$ cat config.mk
export PLATFORM = sky130hd
export DESIGN_NAME = osn_mul
export DESIGN_NICKNAME = d
export VERILOG_FILES = /design/src/assert_macros.svh /design/src/osn_mul.sv
export SDC_FILE = /design/constraint.sdc
export NUM_CORES = 2
export LEC_CHECK = 0
export BUFFER_PORTS_ARGS = -buffer_cell sky130_fd_sc_hd__buf_2
export CAP_MARGIN = 15
export CELL_PAD_IN_SITES_DETAIL_PLACEMENT = 1
export CELL_PAD_IN_SITES_GLOBAL_PLACEMENT = 2
export CORE_MARGIN = 10
export CORE_UTILIZATION = 44
export CTS_BUF_LIST = sky130_fd_sc_hd__clkbuf_16
export CTS_CLUSTER_DIAMETER = 100
export DETAILED_ROUTE_END_ITERATION = 8
export HOLD_SLACK_MARGIN = 0.06
export PLACE_DENSITY = 0.87
export SETUP_SLACK_MARGIN = 0.15
export SYNTH_ARGS = -nofsm -noshare
export SYNTH_HDL_FRONTEND = slang
export SYNTH_SLANG_ARGS = --single-unit
export TNS_END_PERCENT = 20
$ cat constraint.sdc
create_clock -name clk -period 17.8 [get_ports clk]
set_input_delay 3.56 -clock clk [delete_from_list [all_inputs] [get_ports clk]]
set_output_delay 3.56 -clock clk [all_outputs]
set_load 0.005 [all_outputs]
$ cat src/assert_macros.svh
// Assertion helpers
`ifndef ASSERT_MACROS_SVH
`define ASSERT_MACROS_SVH
`ifndef SYNTHESIS
`define OSN_ASSERT(lbl, clk, rst_n, prop) \
  lbl: assert property (@(posedge clk) disable iff (!rst_n) prop) \
    else $error("assertion failed");
`define OSN_ASSERT_NORST(lbl, clk, prop) \
  lbl: assert property (@(posedge clk) prop) else $error("assertion failed");
`else
`define OSN_ASSERT(lbl, clk, rst_n, prop)
`define OSN_ASSERT_NORST(lbl, clk, prop)
`endif
`endif

$ cat src/osn_mul.sv
module osn_mul #(
  parameter int AW = 24,
  parameter int BW = 32
) (
  input  logic               clk,
  input  logic [AW-1:0]      a,
  input  logic [BW-1:0]      b,
  output logic [AW+BW-1:0]   p
);
  localparam int AL = AW / 2;
  localparam int AH = AW - AL;
  localparam int BL = BW / 2;
  localparam int BH = BW - BL;
  localparam int PW = AW + BW;

  logic [AL+BL-1:0] p_ll_r;
  logic [AL+BH-1:0] p_lh_r;
  logic [AH+BL-1:0] p_hl_r;
  logic [AH+BH-1:0] p_hh_r;
  logic [PW-1:0]    p_r;
  logic [PW-1:0]    p_nxt;

  always_ff @(posedge clk) begin
    p_ll_r <= a[AL-1:0] * b[BL-1:0];
    p_lh_r <= a[AL-1:0] * b[BW-1:BL];
    p_hl_r <= a[AW-1:AL] * b[BL-1:0];
    p_hh_r <= a[AW-1:AL] * b[BW-1:BL];
    p_r    <= p_nxt;
  end

  always_comb begin
    p_nxt = (PW'(p_hh_r) << (AL + BL)) + (PW'(p_hl_r) << AL)
          + (PW'(p_lh_r) << BL) + PW'(p_ll_r);
  end

  assign p = p_r;
endmodule

### Word-level counts from Yosys, hierarchy flattened

Cells that the tools add are included.
W data, S select, Z words.

* register bits: 168
* output and inout port bits: 56

* add/sub/neg operators: 3
* multipliers: 4

Operators by type and width (count)
* $mul A12 B16 Y28: 4
* $add A56 B28 Y56: 1
* $add A56 B40 Y56: 1
* $add A56 B44 Y56: 1

### Longest topological paths before layout

* word-level depth: 3
* gate-level depth with buffers: 22
* mapped depth without buffers: 20

### Worst setup path after synthesis

Ideal clock, no wire load.

* path kind: input port to flip-flop
* start: input port a[3]
* end: register p_ll_r[26]
* library setup time: 0.123 ns
* arrival time: 8.365 ns
* data required time: 17.677 ns
* setup slack: 9.312 ns
* cell stages on the path: 18
* buffers on the path: 1
* path through: clkbuf_1 > nand2_1 > fa_1 > fa_1 > fa_1 > inv_1 > fa_1 > inv_1 > fa_1 > inv_1 > ha_1 > or4_1 > o22a_1 > a311o_1 > and2_1 > o21ai_1 > a21oi_1 > xor2_1

* longest elaborated chain between the ends: 1

RTL lines
* start: declaration: line osn_mul.sv:6 `input logic [AW-1:0] a,`
* $mul A12 B16 Y28: line osn_mul.sv:24 `p_ll_r <= a[AL-1:0] * b[BL-1:0];`
* end signal: assignment: line osn_mul.sv:24
* end: declaration: line osn_mul.sv:16 `logic [AL+BL-1:0] p_ll_r;`

No other way between the ends.

### Worst setup path in the final report

* start: input port a[15]
* end: register p_hl_r[25]

* longest elaborated chain between the ends: 1

RTL lines
* $mul A12 B16 Y28: line osn_mul.sv:26 `p_hl_r <= a[AW-1:AL] * b[BL-1:0];`
* end signal: assignment: line osn_mul.sv:26
* end: declaration: line osn_mul.sv:18 `logic [AH+BL-1:0] p_hl_r;`

No other way between the ends.

==> flow_summary.toml <==
[timing]
clock_skew_ns = 0.0218
setup_tns_ns = 0
tightest_slew_ns = 0.957
relSlewSlack_pct = 36.2
period_share_pct = 50.3
whs_ns = 0.319
max_freq_mhz = 112
drv_slew = 0
setup_viol = 0
hold_violations = 0
rsz0062_at_grt = "false"
period_needed_ns = 8.95

[routing]
drc = 0
wl_per_cell_um = 19.9
ant_nets = 0
firstDrtPassIters = 5
wirelength_mm = 87.6
viasPerCell = 5.27
dr_total_vias = 23139
dr.first_iter.drc_count = 1102

[clock_network]
postCtsHoldBufs = 0
clkLatencyLatePin_ns = 0.49
root_buffer = "clkbuf_16"
clkSinkCount = 168
cts_inserted_buffers = 17
clk_pin_slew_ns = 0.10
clk_path_buf_depth = 2
post-cts-setup-buffer-count = 0
cts_resized = 0
cts_tree = "built"
htreeDepth = 4

[floorplan]
fp.dieH_um = 283
start_util_pct = 44.5
die_area_um2 = 80400
ios = 113
placementRows = 96
coreArea_um2 = 68700
die_w_um = 283

[worst_setup_path]
cpMaxStageDelayCell = "buf_2"
r2r_slack_ns = 13.52
path_common_cell = "fa_1"
crit_arrival_ns = 9.32
reg2reg_depth = 10
critPathKind = "input pin to flop"
worstPathCellList = "buf_2 -> nand2_1 -> fa_1 -> fa_1 -> inv_1 -> fa_1 -> fa_1 -> inv_1 -> fa_1 -> inv_1 -> ha_1 -> and3_1 -> nand3_1 -> o2111ai_1 -> nand2_1 -> o31ai_1 -> a21oi_1 -> or3b_1"
cp-endpoint = "p_hl_r[25]"
end_kind = "flop"
max_stage_delay_ns = 0.70
worstPathRequired_ns = 18.16
critPathLaunch = "a[15]"
r2r_start = "p_ll_r[20]"
r2r-end = "p[48]"
critPathLaunchType = "input pin"
critPathMaxFanout = 32

[grt]
antenna_found_initial = 6
grt_pass1_vias = 26826
grt_max_degree = 33
grt_overflow_total = 0
grt_pass1_wl_mm = 144
grt_usage_pct = 22.3

[synth]
yosysTopAreaCell = "fa_1"
syn_nets = 4416
syn_area_um2 = 30500
synthAdderAreaFrac_pct = 50.8
ys_seq_area_share_pct = 11.0
synth_top_family_by_area = "adder cells"
synth.ff_latch_count = 168
yosys_warnings = 0
synth-compound-area-share_pct = 7.16
synth_edf_count = 0
synth_top_area_share_pct = 38.3
synth_xor_area_share_pct = 3.47
synth_area_leaders = "fa_1 (38%), ha_1 (12%), dfxtp_1 (11%), inv_1 (9.2%), nand2_1 (6.8%)"
synth_top_flop_cell = "dfxtp_1"
synth-simple-area-share_pct = 16.4
synth.distinct_cells = 68
syn-mean-instance-area_um2 = 8.80
muxShareOfSynthArea_pct = 0.0328
synth_cells = 3470
async_flop_share_pct = 0

[worst_hold_path]
hp-class = "flop to flop"

[placed_design]
routabilityCongestion = 0.878
dpl.hpwl_mm = 68.9
dp_cells = 4358
portBuffers = 112

[finish]
post-route-util_pct = 47.1
layout.nets = 4392
fin_cells = 4392
drive_gt1_share_pct = 4.63
area_growth_syn_to_layout_pct = 5.83

[run_status]
status = "finished, final reports clean"

[run]
maxCapViolations = 0
state kept, by name, summed over array words and instances, names as in the netlist:
register,count
p,56
p_hl_r,28
p_lh_r,28
p_hh_r,28
p_ll_r,28
synthesized netlist by cell type (13+ instances only):
library cell,number
xor2_1,33
nor2b_1,14
nor2_1,70
inv_1,749
dfxtp_1,168
o21ai_0,24
fa_1,585
xnor2_1,88
nand3_1,32
clkbuf_1,156
o21ai_1,30
nor3_1,30
a21oi_1,104
o21a_1,13
and2_1,279
ha_1,304
nand2_1,553
a31oi_1,14
o21bai_1,17
a21o_1,47
layout by cell type, fill, tap and decap left out, types with 70 or more instances in the layout:
cell / n
buf_2: 112
and2_1: 279
xnor2_1: 88
ha_1: 304
nand2_1: 553
inv_1: 749
dfxtp_1: 168
nor2_1: 70
fa_1: 585
a21oi_1: 104
layout make-up:
cell class	count	area (µm²)
Tap cell	931	1160
Multi-Input combinational cell	2393	23800
Fill cell	8165	36400
Inverter	750	2820
Clock inverter	15	194
Antenna cell	2	5.00
Clock buffer	17	425
Timing Repair Buffer	116	591
Sequential cell	168	3360
cells by family (layout without fill, tap and decap cells):
kind of cell    after synthesis  count (layout)
compound gates              329             329
xor+xnor                    121             121
fa+ha+maj                   889             889
buf+inv                     909             898
flops                       168             168
mux                           1               1
other cells                   0               2
simple gates               1053            1053
metrics by stage:
step / area, µm² / worst slack, ns
after CTS: 32300 / 8.92
after detailed placement: 31700 / 8.40
after floorplan: 30500 / 9.31
after global routing: 32300 / 8.51
after global placement: 31700 / 8.56
final: 32300 / 8.85
layer usage:
layer	wire [µm]	share of wire (%)	GRT usage [%]	vias to the layer above
li1	-	-	-	10406
met1	39300	45	29.2	12167
met2	43400	50	39.1	473
met3	3480	4.0	2.27	91
met4	1380	1.6	5.03	2
met5	9	0.010	0	-
critical path, delay by kind of cell:
family / cells / cell delay (ns)
buffers and inverters: 4 / 0.86
AND/OR/NAND/NOR: 5 / 1.10
AO/OA/AOI/OAI: 3 / 0.87
adder cells (fa/ha/maj): 6 / 2.87
how the worst min path moves through the flow:
stage,start,end,cells after the start
final,p_ll_r[6],p[6],0
after detailed placement,p_ll_r[10],p[10],0
after CTS,p_ll_r[6],p[6],0
after global placement,p_ll_r[9],p[9],0
after floorplan,p_ll_r[0],p[0],0
after global routing,p_ll_r[7],p[7],0
Power is not shown: default switching activity piles up to over one toggle a cycle in this logic, so the estimate is an artifact.
