==> src/assert_macros.svh <==
// Assertion helpers
`ifndef ASSERT_MACROS_SVH
`define ASSERT_MACROS_SVH
`ifndef SYNTHESIS
`define OSN_ASSERT(lbl, clk, rst_n, prop) \
  lbl: assert property (@(posedge clk) disable iff (!rst_n) prop) \
    else $error("assertion failed");
`define OSN_ASSERT_NORST(lbl, clk, prop) \
  lbl: assert property (@(posedge clk) prop) else $error("assertion failed");
`else
`define OSN_ASSERT(lbl, clk, rst_n, prop)
`define OSN_ASSERT_NORST(lbl, clk, prop)
`endif
`endif

==> src/osn_dly.sv <==
module osn_dly #(
  parameter int W = 8,
  parameter int N = 2
) (
  input  logic         clk,
  input  logic         rst_n,
  input  logic [W-1:0] d,
  output logic [W-1:0] q
);
  logic [W-1:0] tap_r [N];

  always_ff @(posedge clk) begin
    if (!rst_n) begin
      for (int k = 0; k < N; k++) tap_r[k] <= '0;
    end else begin
      tap_r[0] <= d;
      for (int k = 1; k < N; k++) tap_r[k] <= tap_r[k-1];
    end
  end

  assign q = tap_r[N-1];
endmodule

==> config.mk <==
export PLATFORM = sky130hd
export DESIGN_NAME = osn_dly
export DESIGN_NICKNAME = d
export VERILOG_FILES = /design/src/assert_macros.svh /design/src/osn_dly.sv
export SDC_FILE = /design/constraint.sdc
export NUM_CORES = 1
export LEC_CHECK = 0
export BUFFER_PORTS_ARGS = -buffer_cell sky130_fd_sc_hd__buf_2
export CORE_AREA = 2 2 39 41
export CTS_BUF_LIST = sky130_fd_sc_hd__clkbuf_16
export CTS_CLUSTER_DIAMETER = 30
export DETAILED_ROUTE_END_ITERATION = 16
export DIE_AREA = 0 0 41 43
export PLACE_DENSITY = 0.62
export SLEW_MARGIN = 20
export SYNTH_ARGS = -nofsm -noshare
export SYNTH_HDL_FRONTEND = slang
export SYNTH_SLANG_ARGS = --single-unit
==> constraint.sdc <==
create_clock -name clk -period 0.8 [get_ports clk]
set_input_delay 0 -clock clk [delete_from_list [all_inputs] [get_ports clk]]
set_output_delay 0 -clock clk [all_outputs]
set_load 0.02 [all_outputs]
== Word-level counts from Yosys, hierarchy flattened ==
Memory sizes are Yosys's and may differ from the RTL's.
Cells that the tools add are included.
Storage, ports and cells
  memories kept: 1
  logic and storage cells: 7
  memory bits (writable): 16
  register bits: 0
Memory list
  tap_r: depth 2, bits a word 8, read ports 2, clocked after memory_dff 0, write ports 2, line osn_dly.sv:10  | logic [W-1:0] tap_r [N];
Cells by class
  bitwise operators: 2
  multiplexer cells: 4
Operators by type and width (number)
  2-to-1 mux 8 bit: 2
  2-to-1 mux 1 bit: 2
  OR 1 bit: 2

== Longest topological paths before layout ==
Gate-level depths: netlist of the first run.
  depth after elaboration: 2
  gate-level depth with buffers: 2

== Worst setup path after synthesis of the first run ==
OpenSTA, ideal clock, no wires.
  kind: flip-flop to flip-flop
  start: memory tap_r[0][5]
  end: memory tap_r[1][5] (netlist: tap_r[0][13])
  setup slack: 0.250 ns
  arrival: 0.434 ns
  required time: 0.684 ns
  stages on the path, launching flop included: 2
  cell sequence: dfxtp_1 > and2_2
RTL lines (line)
  start, declared: osn_dly.sv:10

==> flow_summary.json, run 1 <==
{
  "io_buffer_count": 17,
  "antenna_cells": 0,
  "dieHeight_um": 43,
  "outcome": "finished clean",
  "antenna_found_initial": 0,
  "synthMuxAreaShare_pct": 0,
  "drt.antenna.violating_nets": 0,
  "worst_pin_slew_ns": 0.186,
  "holdCritStartpoint": "rst_n",
  "cts_tree": "yes",
  "synth-seq-cells": 16,
  "ios": 18,
  "powerDensity_nw_per_um2": 2690,
  "rsz0062_at_grt": "false",
  "whs_ns": 0.131,
  "start_util_pct": 36.6,
  "synth_compound_area_share_pct": 0,
  "hold_viol_final": 0,
  "synth_fa_ha_area_share_pct": 0,
  "crit_required_ns": 0.93,
  "p_leak_uw": 0.000332,
  "dpl_cell_area_um2": 541,
  "synthSimpleGateAreaFrac_pct": 22.7,
  "drt-pass1-iter-count": 3,
  "drt-vias-per-instance": 3.72,
  "syn_avg_cell_area_um2": 12.4,
  "largest_register": "tap_r",
  "drv_cap": 0,
  "fmax_ghz": 1.43,
  "finalNonFillerCells": 76,
  "stdcell_area_um2": 696,
  "largest_reg_flops": 16,
  "setup_viol": 0,
  "cp_max_fo": 1,
  "dieArea_um2": 1760,
  "area_growth_pct": 37.3,
  "via_count": 283,
  "path_clk_slew_ns": 0.04,
  "post-route-period-util_pct": 87.7,
  "reg2reg_depth": 1,
  "crit_type": "input pin to flop",
  "netlist_instances": 41,
  "cts-root-buf": "clkbuf_16",
  "ys_seq_area_share_pct": 63.2,
  "globalRouteTotalUtil_pct": 10.5,
  "fin_skew_ns": 0.000348,
  "gp_congestion": 0.642,
  "ys_types": 5,
  "die_w_um": 41,
  "grt_pass1_vias": 248,
  "reg2reg_to": "tap_r[0][15]",
  "remaining_drc_errors": 0,
  "slew_headroom_pct": 87.6,
  "holdPathEnd": "tap_r[0][9]",
  "grt_max_degree": 17,
  "syn_area_um2": 507,
  "cts_htree_levels": 1,
  "rows": 14,
  "synth_fp_nets": 51,
  "synth-xor-area-share_pct": 0,
  "clk_path_buf_depth": 2,
  "avgRoutedWirePerCell_um": 9.26,
  "layout_setup_ws_ns": 0.0986,
  "setup_tns_ns": 0,
  "yosys_warnings": 0,
  "pre_cts_ws_ns": 0.242,
  "worstPathArrival_ns": 0.83,
  "finalMaxSlewViolations": 0,
  "ir_drop_v": 0.00113,
  "core_um2": 1380,
  "cts_made_buffers": 3,
  "drtIter0Drc": 2,
  "grt_pass1_wl_mm": 1.12,
  "routed_wl_um": 704,
  "fin_crit_ns": 0.701,
  "reg2reg_from": "tap_r[0][7]",
  "synth_top_cell_by_area": "dfxtp_1",
  "top_regs": "tap_r: 16 flops",
  "worstHoldPathType": "input pin to flop",
  "placed_cells": 65,
  "start_kind": "input pin",
  "synth_top_family_by_area": "simple AND/OR/NAND/NOR gates",
  "insertion_delay_ns": 0.24,
  "drive_gt1_share_pct": 53.3,
  "clock_sinks": 16,
  "synthDominantCellAreaShare_pct": 63.2,
  "whs_path_depth": 2,
  "r2r_setup_slack_ns": 0.22,
  "end_kind": "flop",
  "crit_start": "d[7]",
  "synth.area.top_cells": "dfxtp_1, and2_2, buf_4",
  "grt_overflow_total": 0,
  "nets": 72
}
## layer usage
| metal | routed length (µm) | GRT usage [%] |
|---|---|---|
| met5 | 0 | 0 |
| met3 | 31 | 4.71 |
| met2 | 350 | 11.9 |
| met1 | 301 | 12.7 |
| met4 | 20 | 12.0 |
## power by group
group,internal [µW],switching (µW)
Clock,651,255
Sequential,837,6.38
Combinational,74.4,49.6
## worst max path at each step
stage / end / slack, ns / cells after the start
final: tap_r[0][7] / 0.1 / 3
after global routing: q[6] / 0.08 / 1
after CTS: tap_r[0][0] / 0.10 / 3
after detailed placement: tap_r[0][13] / 0.24 / 1
after global placement: tap_r[0][8] / 0.25 / 1
after floorplan: tap_r[0][13] / 0.25 / 1
## per-stage QoR
step,util [%],total power [µW]
final,50.3,1870
after global routing,50.3,1940
after CTS,50.3,1900
after detailed placement,39.1,952
after global placement,39.1,948
after floorplan,-,937
## layout by cell type, fill, tap and decap left out
cell type      count
dlygate4sd3_1      8
buf_2             17
and2_2            12
dfxtp_1           16
clkbuf_16          3
and2_1             4
## cell usage after synthesis (all sizes together)
cell / instances
and2: 16
buf: 9
dfxtp: 16
## cell families after synthesis
logic type | Yosys count
simple gates | 16
buf+inv | 9
flops | 16
## area by class of cell
cell class / instances / area, µm²
flip-flops and latches: 16 / 320
multi-input cells: 16 / 115
clock buffers: 3 / 75.1
repair buffers: 25 / 165
well taps: 16 / 20.0
fillers: 116 / 688
## what timing repair did
action | CTS | global route
hold buffers | 8 | 0
setup endpoints to repair | 0 | 0
endpoints found under the hold margin | 8 | 0
buffers inserted | 0 | 0
gates resized for setup | 0 | 0
## critical path: stages
cell	delay (ns)
dlygate4sd3_1	0.53
buf_2	0.12
and2_2	0.18
Note: power is estimated with default switching activity, not from simulation.
==> run 2: changes to the inputs <==
--- a/config.mk
+++ b/config.mk
@@ -7,7 +7,7 @@
 export LEC_CHECK = 0
 export BUFFER_PORTS_ARGS = -buffer_cell sky130_fd_sc_hd__buf_2
 export CORE_AREA = 2 2 39 41
-export CTS_BUF_LIST = sky130_fd_sc_hd__clkbuf_16
+export CTS_BUF_LIST = sky130_fd_sc_hd__clkbuf_8
 export CTS_CLUSTER_DIAMETER = 30
 export DETAILED_ROUTE_END_ITERATION = 16
 export DIE_AREA = 0 0 41 43
@@ -16,3 +16,4 @@
 export SYNTH_ARGS = -nofsm -noshare
 export SYNTH_HDL_FRONTEND = slang
 export SYNTH_SLANG_ARGS = --single-unit
+export TNS_END_PERCENT = 20
==> run 2 against run 1 <==
Clock-buffer cell count did not move. Hold slack got worse by 0.0085 ns. Fmax rose by 0.64%. First-iteration DRC count fell by 50%. Critical path type unchanged.
==> flow_summary.json, run 2 (synthesis gave the netlist of run 1 again) <==
{
  "combPwrFrac_pct": 8.1,
  "top_regs": "tap_r: 16 flops",
  "grt_pass1_vias": 247,
  "dpl_cell_area_um2": 541,
  "clk_path_buf_depth": 2,
  "ios": 18,
  "cts_tree": "yes",
  "routed_wl_um": 683,
  "crit_start": "d[7]",
  "grt_pass1_wl_mm": 1.10,
  "holdCritStartpoint": "rst_n",
  "die_w_um": 41,
  "fin_crit_ns": 0.697,
  "largest_reg_flops": 16,
  "n_fill_cell": 120,
  "start_kind": "input pin",
  "worstPathArrival_ns": 0.83,
  "crit_type": "input pin to flop",
  "insertion_delay_ns": 0.24,
  "globalRouteTotalUtil_pct": 10.2,
  "avgRoutedWirePerCell_um": 8.99,
  "post_cts_buffers": 0,
  "core_um2": 1380,
  "hold_viol_final": 0,
  "grt_max_degree": 17,
  "drv_cap": 0,
  "post_cts_resize_count": 0,
  "placed_cells": 65,
  "p_leak_uw": 0.000317,
  "setup_viol": 0,
  "end_kind": "flop",
  "start_util_pct": 36.6,
  "stdcell_area_um2": 662,
  "crit_required_ns": 0.93,
  "finalNonFillerCells": 76,
  "internal_power_uw": 1240,
  "cts_made_buffers": 3,
  "path_clk_slew_ns": 0.06,
  "cts_htree_levels": 1,
  "cp_max_fo": 1,
  "pwr-share-clk_pct": 36.9,
  "grt_overflow_total": 0,
  "finalMaxSlewViolations": 0,
  "seqPwrFrac_pct": 55.0,
  "ir_drop_v": 0.000849,
  "drt-vias-per-instance": 3.70,
  "powerDensity_nw_per_um2": 2310,
  "gp_congestion": 0.642,
  "worstHoldPathType": "input pin to flop",
  "rsz0062_at_grt": "false",
  "area_growth_pct": 30.6,
  "rows": 14,
  "dieArea_um2": 1760,
  "cts-root-buf": "clkbuf_8",
  "drt.antenna.violating_nets": 0,
  "fmax_ghz": 1.43,
  "antenna_cells": 0,
  "hold_buffers": 8,
  "switchingPower_uw": 285,
  "reg2reg_from": "tap_r[0][7]",
  "drive_gt1_share_pct": 53.3,
  "fin_util_pct": 47.8,
  "sw_frac_of_total_pct": 18.7,
  "io_buffer_count": 17,
  "whs_ns": 0.122,
  "final_common_cell": "buf_2",
  "final_cell_mix": "buf_2, dfxtp_1, and2_2",
  "dieHeight_um": 43,
  "antenna_found_initial": 0,
  "largest_register": "tap_r",
  "post-route-period-util_pct": 87.1,
  "outcome": "finished clean",
  "setup_tns_ns": 0,
  "via_count": 281,
  "worst_pin_slew_ns": 0.184,
  "nets": 72,
  "remaining_drc_errors": 0,
  "drt-pass1-iter-count": 4,
  "slew_headroom_pct": 87.7,
  "drtIter0Drc": 1,
  "fin_skew_ns": 0.000213,
  "clock_sinks": 16
}
run 2: area by class of cell:
class,count,area (µm²),share of cell area [%]
Multi-Input combinational cell,16,115,17.4
Clock buffer,3,41.3,6.24
Tap cell,16,20.0,3.02
Timing Repair Buffer,25,165,25.0
Sequential cell,16,320,48.4
run 2: final timing paths:
kind,end,slack (ns),cells past startpoint
worst min register to register,tap_r[0][10],0.43,1
worst min-delay path,tap_r[0][10],0.12,2
worst max-delay path,tap_r[0][7],0.10,3
worst max register to register,tap_r[0][15],0.24,1
run 2: power by group through the flow:
stage / Sequential (µW) / Combinational (µW) / Clock, µW
2_1_floorplan: 857 / 79.5 / 0
3_3_place_gp: 857 / 91.2 / 0
3_5_place_dp: 858 / 94.0 / 0
4_1_cts: 841 / 125 / 582
5_1_grt: 843 / 135 / 606
6_report: 840 / 124 / 563
run 2: metal layers:
metal / routed length, µm / track usage (%) / vias to the layer above / share of wire [%]
met5: 0 / 0 / - / 0
met4: 20 / 14.0 / 0 / 2.9
met3: 23 / 3.14 / 2 / 3.4
met2: 356 / 11.6 / 7 / 52
met1: 282 / 12.3 / 120 / 41
li1: - / - / 152 / -
run 2: worst max-delay path, cell delays in order:
cell and delay, ns:
dlygate4sd3_1 0.54, buf_2 0.12, and2_2 0.17
run 2: metrics by stage:
stage | worst slack (ns) | total power, µW
after floorplan | 0.250 | 937
after global placement | 0.247 | 948
after detailed placement | 0.242 | 952
after CTS | 0.0984 | 1550
after global routing | 0.0755 | 1580
final | 0.103 | 1530
==> run 3: changes to the inputs <==
--- a/config.mk
+++ b/config.mk
@@ -11,7 +11,6 @@
 export CTS_CLUSTER_DIAMETER = 30
 export DETAILED_ROUTE_END_ITERATION = 16
 export DIE_AREA = 0 0 41 43
-export PLACE_DENSITY = 0.62
 export SLEW_MARGIN = 20
 export SYNTH_ARGS = -nofsm -noshare
 export SYNTH_HDL_FRONTEND = slang
==> constraint.sdc (replaced) <==
create_clock -name clk -period 0.8 [get_ports clk]
set_input_delay 0 -clock clk [delete_from_list [all_inputs] [get_ports clk]]
set_output_delay 0 -clock clk [all_outputs]
set_load 0.01 [all_outputs]
==> run 3 against run 2 <==
First-iteration DRC count rose to 3.0 times the previous value. Hold slack got worse by 0.0062 ns. Register-to-register slack barely moved. Global-route usage fell by 1.7 points. Sequential cell count did not move. Clock power rose by 20%.
==> flow_summary.json, run 3 (synthesis gave the netlist of run 1 again) <==
{
  "r2r_setup_slack_ns": 0.23,
  "grt_max_degree": 17,
  "n_fill_cell": 134,
  "avgRoutedWirePerCell_um": 8.01,
  "seqPwrFrac_pct": 51.6,
  "final_common_cell": "buf_2",
  "layout_setup_ws_ns": 0.102,
  "holdCritStartpoint": "rst_n",
  "drt.antenna.violating_nets": 0,
  "ios": 18,
  "area_growth_pct": 33.3,
  "hold_viol_final": 0,
  "clock_sinks": 16,
  "dieArea_um2": 1760,
  "setup_viol": 0,
  "largest_reg_flops": 16,
  "insertion_delay_ns": 0.24,
  "ff_latch_area_um2": 320,
  "holdPathEnd": "tap_r[0][12]",
  "internal_power_uw": 1340,
  "path_clk_slew_ns": 0.06,
  "fin_skew_ns": 0.00179,
  "antenna_cells": 0,
  "setup_tns_ns": 0,
  "cts-root-buf": "clkbuf_8",
  "combPwrFrac_pct": 6.7,
  "nets": 72,
  "rows": 14,
  "io_buffer_count": 17,
  "via_count": 295,
  "grt_pass1_vias": 244,
  "die_w_um": 41,
  "worstHoldPathType": "input pin to flop",
  "drt-pass1-iter-count": 2,
  "cts_tree": "yes",
  "max_stage_delay_ns": 0.54,
  "start_util_pct": 36.6,
  "crit_slowest_cell": "dlygate4sd3_1",
  "rsz0062_at_grt": "false",
  "antenna_found_initial": 0,
  "reg2reg_depth": 1,
  "start_kind": "input pin",
  "reg2reg_from": "tap_r[0][5]",
  "crit_type": "input pin to flop",
  "switchingPower_uw": 285,
  "gp_congestion": 0.600,
  "fmax_ghz": 1.43,
  "ir_drop_v": 0.000906,
  "post-route-period-util_pct": 87.2,
  "dieHeight_um": 43,
  "outcome": "finished clean",
  "drv_cap": 0,
  "cts_htree_levels": 1,
  "reg2reg_to": "tap_r[0][13]",
  "drtIter0Drc": 3,
  "routed_wl_um": 617,
  "grt_overflow_total": 0,
  "cp_num_buf_inv": 2,
  "globalRouteTotalUtil_pct": 8.50,
  "worstPathArrival_ns": 0.83,
  "pwr-share-clk_pct": 41.7,
  "cts_made_buffers": 3,
  "largest_register": "tap_r",
  "whs_path_depth": 2,
  "fin_crit_ns": 0.698,
  "path_delay_family": "buffers and inverters",
  "drt-vias-per-instance": 3.83,
  "clk_path_buf_depth": 2,
  "pre_cts_ws_ns": 0.237,
  "core_um2": 1380,
  "slew_headroom_pct": 88.3,
  "cp_max_fo": 1,
  "post_cts_buffers": 0,
  "worst_pin_slew_ns": 0.175,
  "end_kind": "flop",
  "final_cell_mix": "buf_2, dfxtp_1, and2_2",
  "finalMaxSlewViolations": 0,
  "crit_required_ns": 0.93,
  "drive_gt1_share_pct": 54.1,
  "remaining_drc_errors": 0,
  "post_cts_resize_count": 0,
  "fin_util_pct": 48.8,
  "multiInputGateArea_um2": 115,
  "path_cells": "dlygate4sd3_1, buf_2, and2_2",
  "top_regs": "tap_r: 16 flops",
  "powerDensity_nw_per_um2": 2410,
  "grt_pass1_wl_um": 972,
  "hold_buffers": 8,
  "p_leak_uw": 0.000324,
  "sw_frac_of_total_pct": 17.5
}
## run 3: cell count changes in the layout (fill, tap and decap cells not counted)
cell	delta
clkbuf_8	+1
## run 3: final cells by class
class	count	share of cell area [%]
clock buffers	4	8.15
multi-input cells	16	17.0
flip-flops and latches	16	47.4
well taps	16	2.96
repair buffers	25	24.4
## run 3: how the worst max path moves through the flow
stage	start	end	slack (ns)	cells past startpoint
floorplan	tap_r[0][5]	tap_r[0][13]	0.25	1
global placement	tap_r[0][5]	tap_r[0][13]	0.25	1
detailed placement	tap_r[0][5]	tap_r[0][13]	0.24	1
CTS	d[1]	tap_r[0][1]	0.12	3
global route	d[7]	tap_r[0][7]	0.09	3
finish	d[5]	tap_r[0][5]	0.10	3
## run 3: metrics by stage
stage / area, µm² / hold slack, ns / total power [µW] / std cells
final: 676 / 0.116 / 1630 / 77
after global placement: 541 / 0.221 / 936 / 65
after detailed placement: 541 / 0.224 / 941 / 65
after floorplan: 507 / 0.136 / 924 / 41
after global routing: 676 / 0.132 / 1690 / 77
after CTS: 676 / 0.123 / 1650 / 77
## run 3: layer usage
metal	part of all wire, %	vias to the layer above	wire (µm)	track usage [%]
met5	0	-	0	0
met1	37	133	228	8.91
met3	7.0	0	43	3.14
li1	-	153	-	-
met2	56	9	345	13.1
met4	0	0	0	6.00
## run 3: power by group through the flow
stage	sequential [µW]	combinational (µW)	clock, µW
detailed placement	859	82.0	0
global placement	857	79.1	0
CTS	841	112	695
finish	841	110	678
global route	844	121	725
floorplan	857	66.6	0
